### src/design/icg_pkg.sv
`default_nettype none
// ----------------------------------------------------------------------------
// icg_pkg: shared types and constants of the inverse congruential step unit
// Holds the register indexes, the reset values, the sequencer states and the
// control word of the shared modular arithmetic unit.
// ----------------------------------------------------------------------------
package icg_pkg;

   localparam int ICG_VALUE_WIDTH     = 16;
   localparam int ICG_CSR_INDEX_WIDTH = 2;

   localparam int ICG_MULTIPLIER_RESET = 1;
   localparam int ICG_INCREMENT_RESET  = 0;
   localparam int ICG_MODULUS_RESET    = 65521;

   typedef enum logic [ICG_CSR_INDEX_WIDTH-1:0] {
      CSR_MULTIPLIER = 2'd0,
      CSR_INCREMENT  = 2'd1,
      CSR_MODULUS    = 2'd2
   } csr_index_type;

   typedef enum logic [2:0] {
      ST_IDLE,
      ST_REDUCE_SEED,
      ST_SEARCH,
      ST_MULTIPLY,
      ST_REDUCE_RESULT
   } state_type;

   typedef enum logic {
      ALU_SHIFT,
      ALU_ADD
   } alu_op_type;

   typedef struct packed {
      alu_op_type op;
      logic       shift_bit;
   } alu_ctrl_type;

endpackage
`default_nettype wire

### src/design/icg_mod_alu.sv
`default_nettype none
// ----------------------------------------------------------------------------
// icg_mod_alu: shared modular step unit
// Forms either a shift-in of one dividend bit or an addition, then brings the
// sum below the modulus with one compare and subtract.
// ----------------------------------------------------------------------------
module icg_mod_alu #(
   parameter int VALUE_WIDTH = icg_pkg::ICG_VALUE_WIDTH
) (
   input  icg_pkg::alu_ctrl_type   ctrl,
   input  logic [VALUE_WIDTH-1:0]  operand_a,
   input  logic [VALUE_WIDTH-1:0]  operand_b,
   input  logic [VALUE_WIDTH-1:0]  modulus,
   output logic [VALUE_WIDTH-1:0]  result
);
   import icg_pkg::*;

   logic [VALUE_WIDTH:0] sum;
   logic [VALUE_WIDTH:0] diff;

   always_comb begin
      case (ctrl.op)
         ALU_SHIFT: sum = {operand_a, ctrl.shift_bit};
         ALU_ADD:   sum = {1'b0, operand_a} + {1'b0, operand_b};
         default:   sum = '0;
      endcase
      diff = sum - {1'b0, modulus};
      if (sum >= {1'b0, modulus}) begin
         result = diff[VALUE_WIDTH-1:0];
      end else begin
         result = sum[VALUE_WIDTH-1:0];
      end
   end

endmodule
`default_nettype wire

### src/design/inverse_congruential_step_unit.sv
`default_nettype none
// ----------------------------------------------------------------------------
// inverse_congruential_step_unit: one inverse congruential generator step
// Reduces the seed modulo the modulus, searches its modular inverse, and
// returns (multiplier * inverse + increment) mod modulus with a flag that
// is set when no inverse exists.
// ----------------------------------------------------------------------------
//
//   Channel   Ports                                   Handshake
//   request   start, busy, req_seed_value             start high, busy low
//   response  rsp_valid, rsp_next_value,              one-cycle strobe
//             rsp_no_inverse
//   control   csr_valid, csr_ready, csr_index,        valid and ready high
//             csr_data
//
// A word with a modulus below two is answered in the cycle after it is taken.
// Otherwise the word runs through ST_REDUCE_SEED, ST_SEARCH, ST_MULTIPLY and
// ST_REDUCE_RESULT in that order; the search stops at the inverse, or at
// modulus - 1 when none exists. Reduction and search steps run through the
// one modular step unit, one step per cycle; the multiply has its own product.
// Reset is synchronous and needs no clearing pass; the strobe is not held.
//
module inverse_congruential_step_unit #(
   parameter int VALUE_WIDTH = icg_pkg::ICG_VALUE_WIDTH
) (
   input  logic                                     clock,
   input  logic                                     reset,
   input  logic                                     start,
   output logic                                     busy,
   input  logic [VALUE_WIDTH-1:0]                   req_seed_value,
   output logic                                     rsp_valid,
   output logic [VALUE_WIDTH-1:0]                   rsp_next_value,
   output logic                                     rsp_no_inverse,
   input  logic                                     csr_valid,
   output logic                                     csr_ready,
   input  logic [icg_pkg::ICG_CSR_INDEX_WIDTH-1:0]  csr_index,
   input  logic [VALUE_WIDTH-1:0]                   csr_data
);
   import icg_pkg::*;

   localparam int WIDE_WIDTH  = 2 * VALUE_WIDTH;
   localparam int COUNT_WIDTH = $clog2(WIDE_WIDTH + 1);

   state_type               state_ff, state_in;
   logic [VALUE_WIDTH-1:0]  multiplier_ff;
   logic [VALUE_WIDTH-1:0]  increment_ff;
   logic [VALUE_WIDTH-1:0]  modulus_ff;
   logic [WIDE_WIDTH-1:0]   dividend_ff, dividend_in;
   logic [VALUE_WIDTH-1:0]  acc_ff, acc_in;
   logic [COUNT_WIDTH-1:0]  count_ff, count_in;
   logic [VALUE_WIDTH-1:0]  reduced_seed_ff, reduced_seed_in;
   logic [VALUE_WIDTH-1:0]  search_ff, search_in;
   logic [VALUE_WIDTH-1:0]  candidate_ff, candidate_in;
   logic [VALUE_WIDTH-1:0]  running_product_ff, running_product_in;
   logic                    rsp_valid_ff, rsp_valid_in;
   logic [VALUE_WIDTH-1:0]  rsp_next_value_ff, rsp_next_value_in;
   logic                    rsp_no_inverse_ff, rsp_no_inverse_in;

   alu_ctrl_type            alu_ctrl;
   logic [VALUE_WIDTH-1:0]  alu_result;
   logic [VALUE_WIDTH-1:0]  search_next;
   logic [WIDE_WIDTH-1:0]   product;

   icg_mod_alu #(
      .VALUE_WIDTH (VALUE_WIDTH)
   ) u_alu (
      .ctrl      (alu_ctrl),
      .operand_a (acc_ff),
      .operand_b (reduced_seed_ff),
      .modulus   (modulus_ff),
      .result    (alu_result)
   );

   assign busy           = (state_ff != ST_IDLE);
   assign csr_ready      = 1'b1;
   assign rsp_valid      = rsp_valid_ff;
   assign rsp_next_value = rsp_next_value_ff;
   assign rsp_no_inverse = rsp_no_inverse_ff;

   assign search_next = search_ff + VALUE_WIDTH'(1);
   assign product     = {{VALUE_WIDTH{1'b0}}, multiplier_ff}
                      * {{VALUE_WIDTH{1'b0}}, candidate_ff};

   always_ff @(posedge clock) begin
      if (reset) begin
         multiplier_ff <= VALUE_WIDTH'(ICG_MULTIPLIER_RESET);
         increment_ff  <= VALUE_WIDTH'(ICG_INCREMENT_RESET);
         modulus_ff    <= VALUE_WIDTH'(ICG_MODULUS_RESET);
      end else if (csr_valid && csr_ready) begin
         case (csr_index)
            CSR_MULTIPLIER: multiplier_ff <= csr_data;
            CSR_INCREMENT:  increment_ff  <= csr_data;
            CSR_MODULUS:    modulus_ff    <= csr_data;
            default: begin
            end
         endcase
      end
   end

   always_ff @(posedge clock) begin
      if (reset) begin
         state_ff           <= ST_IDLE;
         rsp_valid_ff       <= 1'b0;
         reduced_seed_ff    <= '0;
         candidate_ff       <= '0;
         running_product_ff <= '0;
      end else begin
         state_ff           <= state_in;
         rsp_valid_ff       <= rsp_valid_in;
         reduced_seed_ff    <= reduced_seed_in;
         candidate_ff       <= candidate_in;
         running_product_ff <= running_product_in;
      end
   end

   always_ff @(posedge clock) begin
      dividend_ff       <= dividend_in;
      acc_ff            <= acc_in;
      count_ff          <= count_in;
      search_ff         <= search_in;
      rsp_next_value_ff <= rsp_next_value_in;
      rsp_no_inverse_ff <= rsp_no_inverse_in;
   end

   always_comb begin
      state_in           = state_ff;
      dividend_in        = dividend_ff;
      acc_in             = acc_ff;
      count_in           = count_ff;
      reduced_seed_in    = reduced_seed_ff;
      search_in          = search_ff;
      candidate_in       = candidate_ff;
      running_product_in = running_product_ff;
      rsp_valid_in       = 1'b0;
      rsp_next_value_in  = rsp_next_value_ff;
      rsp_no_inverse_in  = rsp_no_inverse_ff;

      alu_ctrl.op        = (state_ff == ST_SEARCH) ? ALU_ADD : ALU_SHIFT;
      alu_ctrl.shift_bit = dividend_ff[WIDE_WIDTH-1];

      case (state_ff)
         ST_IDLE: begin
            if (start) begin
               if (modulus_ff < VALUE_WIDTH'(2)) begin
                  reduced_seed_in    = '0;
                  candidate_in       = '0;
                  running_product_in = '0;
                  rsp_valid_in       = 1'b1;
                  rsp_next_value_in  = '0;
                  rsp_no_inverse_in  = 1'b1;
               end else begin
                  dividend_in = {req_seed_value, {VALUE_WIDTH{1'b0}}};
                  acc_in      = '0;
                  count_in    = COUNT_WIDTH'(VALUE_WIDTH);
                  state_in    = ST_REDUCE_SEED;
               end
            end
         end
         ST_REDUCE_SEED: begin
            acc_in      = alu_result;
            dividend_in = dividend_ff << 1;
            count_in    = count_ff - COUNT_WIDTH'(1);
            if (count_ff == COUNT_WIDTH'(1)) begin
               reduced_seed_in = alu_result;
               acc_in          = '0;
               search_in       = '0;
               state_in        = ST_SEARCH;
            end
         end
         ST_SEARCH: begin
            acc_in    = alu_result;
            search_in = search_next;
            if (alu_result == VALUE_WIDTH'(1)) begin
               candidate_in       = search_next;
               running_product_in = alu_result;
               rsp_no_inverse_in  = 1'b0;
               state_in           = ST_MULTIPLY;
            end else if (search_next == modulus_ff - VALUE_WIDTH'(1)) begin
               candidate_in       = '0;
               running_product_in = '0;
               rsp_no_inverse_in  = 1'b1;
               state_in           = ST_MULTIPLY;
            end
         end
         ST_MULTIPLY: begin
            dividend_in = product + {{VALUE_WIDTH{1'b0}}, increment_ff};
            acc_in      = '0;
            count_in    = COUNT_WIDTH'(WIDE_WIDTH);
            state_in    = ST_REDUCE_RESULT;
         end
         ST_REDUCE_RESULT: begin
            acc_in      = alu_result;
            dividend_in = dividend_ff << 1;
            count_in    = count_ff - COUNT_WIDTH'(1);
            if (count_ff == COUNT_WIDTH'(1)) begin
               rsp_valid_in      = 1'b1;
               rsp_next_value_in = alu_result;
               state_in          = ST_IDLE;
            end
         end
         default: begin
            state_in = ST_IDLE;
         end
      endcase
   end

   // A result word is only issued while the sequencer is idle.
   assert property (@(posedge clock) disable iff (reset)
      rsp_valid_ff |-> (state_ff == ST_IDLE))
      else $error("result strobe while the sequencer is busy");

   assert property (@(posedge clock) disable iff (reset)
      (state_ff == ST_SEARCH) |-> (acc_ff < modulus_ff))
      else $error("running product not reduced below the modulus");

   assert property (@(posedge clock) disable iff (reset)
      (state_ff == ST_SEARCH) |-> (search_ff < modulus_ff - VALUE_WIDTH'(1)))
      else $error("inverse search ran past its bound");

   assert property (@(posedge clock) disable iff (reset)
      rsp_valid_ff |-> ((rsp_next_value_ff < modulus_ff)
                        || (rsp_next_value_ff == '0)))
      else $error("result word not reduced below the modulus");

   assert property (@(posedge clock) disable iff (reset)
      (rsp_valid_ff && !rsp_no_inverse_ff) |-> (running_product_ff == VALUE_WIDTH'(1)))
      else $error("inverse reported without a unit product");

endmodule
`default_nettype wire
### config.mk
export PLATFORM = sky130hd
export DESIGN_NAME = inverse_congruential_step_unit
export DESIGN_NICKNAME = d
export VERILOG_FILES = /design/src/design/icg_pkg.sv /design/src/design/icg_mod_alu.sv /design/src/design/inverse_congruential_step_unit.sv
export SDC_FILE = /design/constraint.sdc
export NUM_CORES = 1
export LEC_CHECK = 0
export BUFFER_PORTS_ARGS = -buffer_cell sky130_fd_sc_hd__buf_4
export CAP_MARGIN = 0
export CORE_ASPECT_RATIO = 0.5
export CORE_MARGIN = 2
export CORE_UTILIZATION = 25
export DETAILED_ROUTE_END_ITERATION = 10
export GPL_ROUTABILITY_DRIVEN = 0
export PLACE_DENSITY_LB_ADDON = 0.12
export RECOVER_POWER = 50
export SLEW_MARGIN = 10
export SYNTH_ARGS = -nofsm -noshare
export SYNTH_HDL_FRONTEND = slang
export SYNTH_SLANG_ARGS = --single-unit
### constraint.sdc
create_clock -name clock -period 6.4 [get_ports clock]
set_input_delay 0.64 -clock clock [delete_from_list [all_inputs] [get_ports clock]]
set_output_delay 0.64 -clock clock [all_outputs]
set_load 0.05 [all_outputs]
==> qor.log <==
[detailed_routing] post-route DRC violation count 0
[die] area inside the core boundary 75000 sq um
[die] height of the die 198 um
[detailed_routing] routed wire length on met3 1.77 mm
[sta] final number of max-transition violations 96
[die] effective utilization at floorplan 0.252
[sta] number of endpoints failing setup at the final stage 0
[global_route] wire length of the first global-routing pass 95.1 mm
[synth] Netlist cell types 75
[detailed_routing] average wire per cell in the routed design 18.3 um
[hold_path] path category of the worst min-delay check input port to register
[place] estimated wirelength of the detail-placed design 50.0 mm
[synth] cell with the most instances after synthesis sky130_fd_sc_hd__inv_1
[place] Post-Place Worst Slack -0.247 ns
[clock_network] clk root buf sky130_fd_sc_hd__clkbuf_16
[clock_network] Bufs on Longest Clock Path 2
[detailed_routing] detailed-route wire length 61.6 mm
[cells_and_area] final antenna diode count 0
[flow_run] number of max-capacitance violations reported 2
[setup_path] startpoint kind of the worst setup timing path register
[setup_path] worst endpoint data arrival time 6.57 ns
[detailed_routing] number of DRC markers after the initial detailed-route iteration 754
[synth] portion of synthesized cell area occupied by the leading cell type 0.225
[synth] cells after synthesis 2210
[synth] synth cell count leaders sky130_fd_sc_hd__inv_1 (359), sky130_fd_sc_hd__nand2_1 (287), sky130_fd_sc_hd__fa_1 (212)
[clock_network] clock transition at the register clock pins on the worst setup and hold paths after CTS 0.07 ns
[global_route] final global-route overflow total 0
[sta] final cycle utilization of the critical path 0.973
[setup_path] type of element capturing the critical path register
[synth] mean post-synth cell area 8.55 sq um
[synth] number of enable-type register cells in the synthesized netlist 87
[clock_network] clock latency on the worst-skew pair 0.49 ns
[global_route] pin count of the biggest net entering global routing 57
[clock_network] number of setup buffers added after CTS 0
[setup_path] critical path required time 6.74 ns
[sta] crit path setup slack, layout 0.175 ns
[status] run status finished, violations left
[die] number of cell rows 71
[sta] Sum Neg Setup Slack 0 ns
[detailed_routing] number of vias after detailed routing 15240
[cells_and_area] layout cells sized above 1 0.114
[place] number of cells in the design after placement 3329
[die] boundary pin count 58
[die] die span in x 393 um
[clock_network] sink count of the clock tree 171
[clock_network] clock buffer count from CTS 17
[detailed_routing] Metal-1 WL 29.0 mm
[sta] slew margin rel. -1.39
[cells_and_area] post-route cell area 21900 sq um
[sta] shortest period the worst path allows 6.23 ns
[sta] Min Hold Slack 0.426 ns
[sta] highest achievable clock rate 161 MHz
[sta] final-report hold violation count 0
[pwr] Peak supply drop 0.253 mV
[detailed_routing] top metal layer carrying routed signals met4
[clock_network] H-tree depth 4
[setup_path] maximum fanout count along the critical path 7
[sta] transition at the pin with the smallest max-transition slack 3.58 ns
[die] area enclosed by the die boundary 78000 sq um
[sta] clock skew 0.0123 ns
[pwr] power after layout 4.59 mW
[status] violations in the final reports capacitance limit, slew limit
[synth] register area share after synthesis 0.227
[synth] mapped cell area 18900 sq um
[place] post-detailed-placement cell area 21300 sq um
[synth] Post-Syn Nets 2602
[synth] post-synth top area cell sky130_fd_sc_hd__fa_1
[cells_and_area] Final Instance Count excl. Fillers 3361
[detailed_routing] Antenna Nets Post-Route 0
[cells_and_area] net count of the finished layout 2718
[place] number of port buffers 56
[clock_network] TritonCTS clock tree built
[synth] largest cells by area after synthesis sky130_fd_sc_hd__fa_1 (22%), sky130_fd_sc_hd__edfxtp_1 (14%), sky130_fd_sc_hd__ha_1 (9.4%), sky130_fd_sc_hd__dfxtp_1 (8.9%), sky130_fd_sc_hd__inv_1 (7.1%)
[synth] number of warning messages in the yosys log 0
[cells_and_area] area added between synthesis and finish 16.1%
[pwr] power density cells 209 nW/um^2
[synth] most frequently used flop master after synthesis sky130_fd_sc_hd__edfxtp_1
[global_route] antenna violations before repair 0
[setup_path] Worst R2R Setup Slack 0.17 ns
[detailed_routing] routed length on met2 29.5 mm
[global_route] overall routing resource usage 0.163
[global_route] via count of the first global-routing pass 15801
[synth] count of state elements after synthesis 171
[detailed_routing] first-pass iteration count of the detailed router 5
[cells_and_area] final cell utilization of the core 0.293
[cells_and_area] Filler Cells Inserted 8234
[pwr] leakage power total 9.90 nW
[synth] asr flop ratio synth 0
[detailed_routing] detail-routed via count per cell 4.53
[setup_path] Crit Path Class register to register
critical path: stages (launching register included):
cell and delay [ns]:
sky130_fd_sc_hd__dfxtp_2 0.35, sky130_fd_sc_hd__buf_4 0.16, sky130_fd_sc_hd__buf_4 0.17, sky130_fd_sc_hd__and2_1 0.18, sky130_fd_sc_hd__fa_1 0.54, sky130_fd_sc_hd__inv_1 0.06, sky130_fd_sc_hd__fa_1 0.52, sky130_fd_sc_hd__inv_1 0.05
sky130_fd_sc_hd__fa_1 0.47, sky130_fd_sc_hd__fa_1 0.52, sky130_fd_sc_hd__fa_1 0.62, sky130_fd_sc_hd__ha_1 0.26, sky130_fd_sc_hd__ha_1 0.28, sky130_fd_sc_hd__and2_1 0.16, sky130_fd_sc_hd__and4_4 0.20, sky130_fd_sc_hd__nand2_2 0.09
sky130_fd_sc_hd__nor2_1 0.06, sky130_fd_sc_hd__a211oi_1 0.19, sky130_fd_sc_hd__nand2_1 0.15, sky130_fd_sc_hd__nor3_2 0.17, sky130_fd_sc_hd__a21oi_1 0.10, sky130_fd_sc_hd__or4b_2 0.63, sky130_fd_sc_hd__a31oi_1 0.14
state kept, by name, indices dropped and copies added (netlist names), 3 cells and up:
| register | cells |
|---|---|
| acc_ff | 16 |
| count_ff | 6 |
| state_ff | 3 |
| multiplier_ff | 16 |
| search_ff | 16 |
| modulus_ff | 16 |
| candidate_ff | 16 |
| reduced_seed_ff | 16 |
| dividend_ff | 32 |
| rsp_next_value | 16 |
| increment_ff | 16 |
cell type report:
class | count | area, sq um | share of cell area
Timing Repair Buffer | 194 | 1410 | 0.0643
Clock inverter | 10 | 76.3 | 0.00348
Clock buffer | 22 | 508 | 0.0232
Multi-Input combinational cell | 1583 | 13000 | 0.591
Inverter | 359 | 1350 | 0.0614
Sequential cell | 171 | 4340 | 0.198
Tap cell | 1022 | 1280 | 0.0583
metal layers:
metal,vias to the layer above,GRT usage
met4,0,0.0393
met1,7569,0.217
met5,-,0
met3,59,0.0272
li1,7410,-
met2,202,0.274
power breakdown:
part | switching (mW) | internal [mW]
Combinational | 1.25 | 0.670
Sequential | 0.120 | 1.45
Clock | 0.537 | 0.572
Total | 1.90 | 2.69
placed cells by master (no fill, tap or decap), types with 8 or more instances in the layout:
cell                        netlist  layout
sky130_fd_sc_hd__or3_1           15      15
sky130_fd_sc_hd__inv_1          359     359
sky130_fd_sc_hd__nand2b_1        18      18
sky130_fd_sc_hd__buf_4            3     165
sky130_fd_sc_hd__a211oi_1        15      15
sky130_fd_sc_hd__a21oi_1        113     109
sky130_fd_sc_hd__a21o_1          28      28
sky130_fd_sc_hd__clkbuf_16        0      20
sky130_fd_sc_hd__a211o_1          8       8
sky130_fd_sc_hd__o21a_1           8       8
sky130_fd_sc_hd__dfxtp_2          0      16
sky130_fd_sc_hd__nand2_1        287     286
sky130_fd_sc_hd__edfxtp_1        87      87
sky130_fd_sc_hd__xor2_1          31      31
sky130_fd_sc_hd__a31oi_1         17      17
sky130_fd_sc_hd__nand4_1         17      17
sky130_fd_sc_hd__dfxtp_4          0       8
sky130_fd_sc_hd__and3_1          13      12
sky130_fd_sc_hd__clkbuf_1        86      26
sky130_fd_sc_hd__mux2i_1         11      11
sky130_fd_sc_hd__o21bai_1        10      10
sky130_fd_sc_hd__ha_1           142     140
sky130_fd_sc_hd__o2bb2ai_1       15      15
sky130_fd_sc_hd__fa_1           212     211
sky130_fd_sc_hd__nor3_1          34      33
sky130_fd_sc_hd__nand3_1         32      32
sky130_fd_sc_hd__xnor2_1         52      52
sky130_fd_sc_hd__nor2_1         173     172
sky130_fd_sc_hd__dfxtp_1         84      60
sky130_fd_sc_hd__and2_1         117     117
sky130_fd_sc_hd__o21ai_0         89      86
logic make-up (layout without fill, tap and decap cells):
group           after synthesis  in the layout  share of synthesized area
simple gates                761            761                      0.191
buf+inv                     456            585                     0.0917
compound gates              365            365                      0.122
fa+ha+maj                   354            354                      0.319
flops                       171            171                      0.227
xor+xnor                     83             83                     0.0385
mux                          19             19                     0.0108
other cells                   1              1                   0.000198
final timing paths:
kind,depth (start not counted),start,endpoint
setup / recovery,22,candidate_ff[10],dividend_ff[30]
hold / removal,3,csr_data[11],increment_ff[11]
setup reg to reg,22,candidate_ff[10],dividend_ff[30]
hold reg to reg,2,increment_ff[15],increment_ff[15]
what timing repair did:
item / in CTS / in global routing
hold buffers: 0 / 0
pin swaps: 0 / 17
resized for setup: 13 / 40
endpoints found under the setup margin: 9 / 11
(Power assumes the default switching activity.)
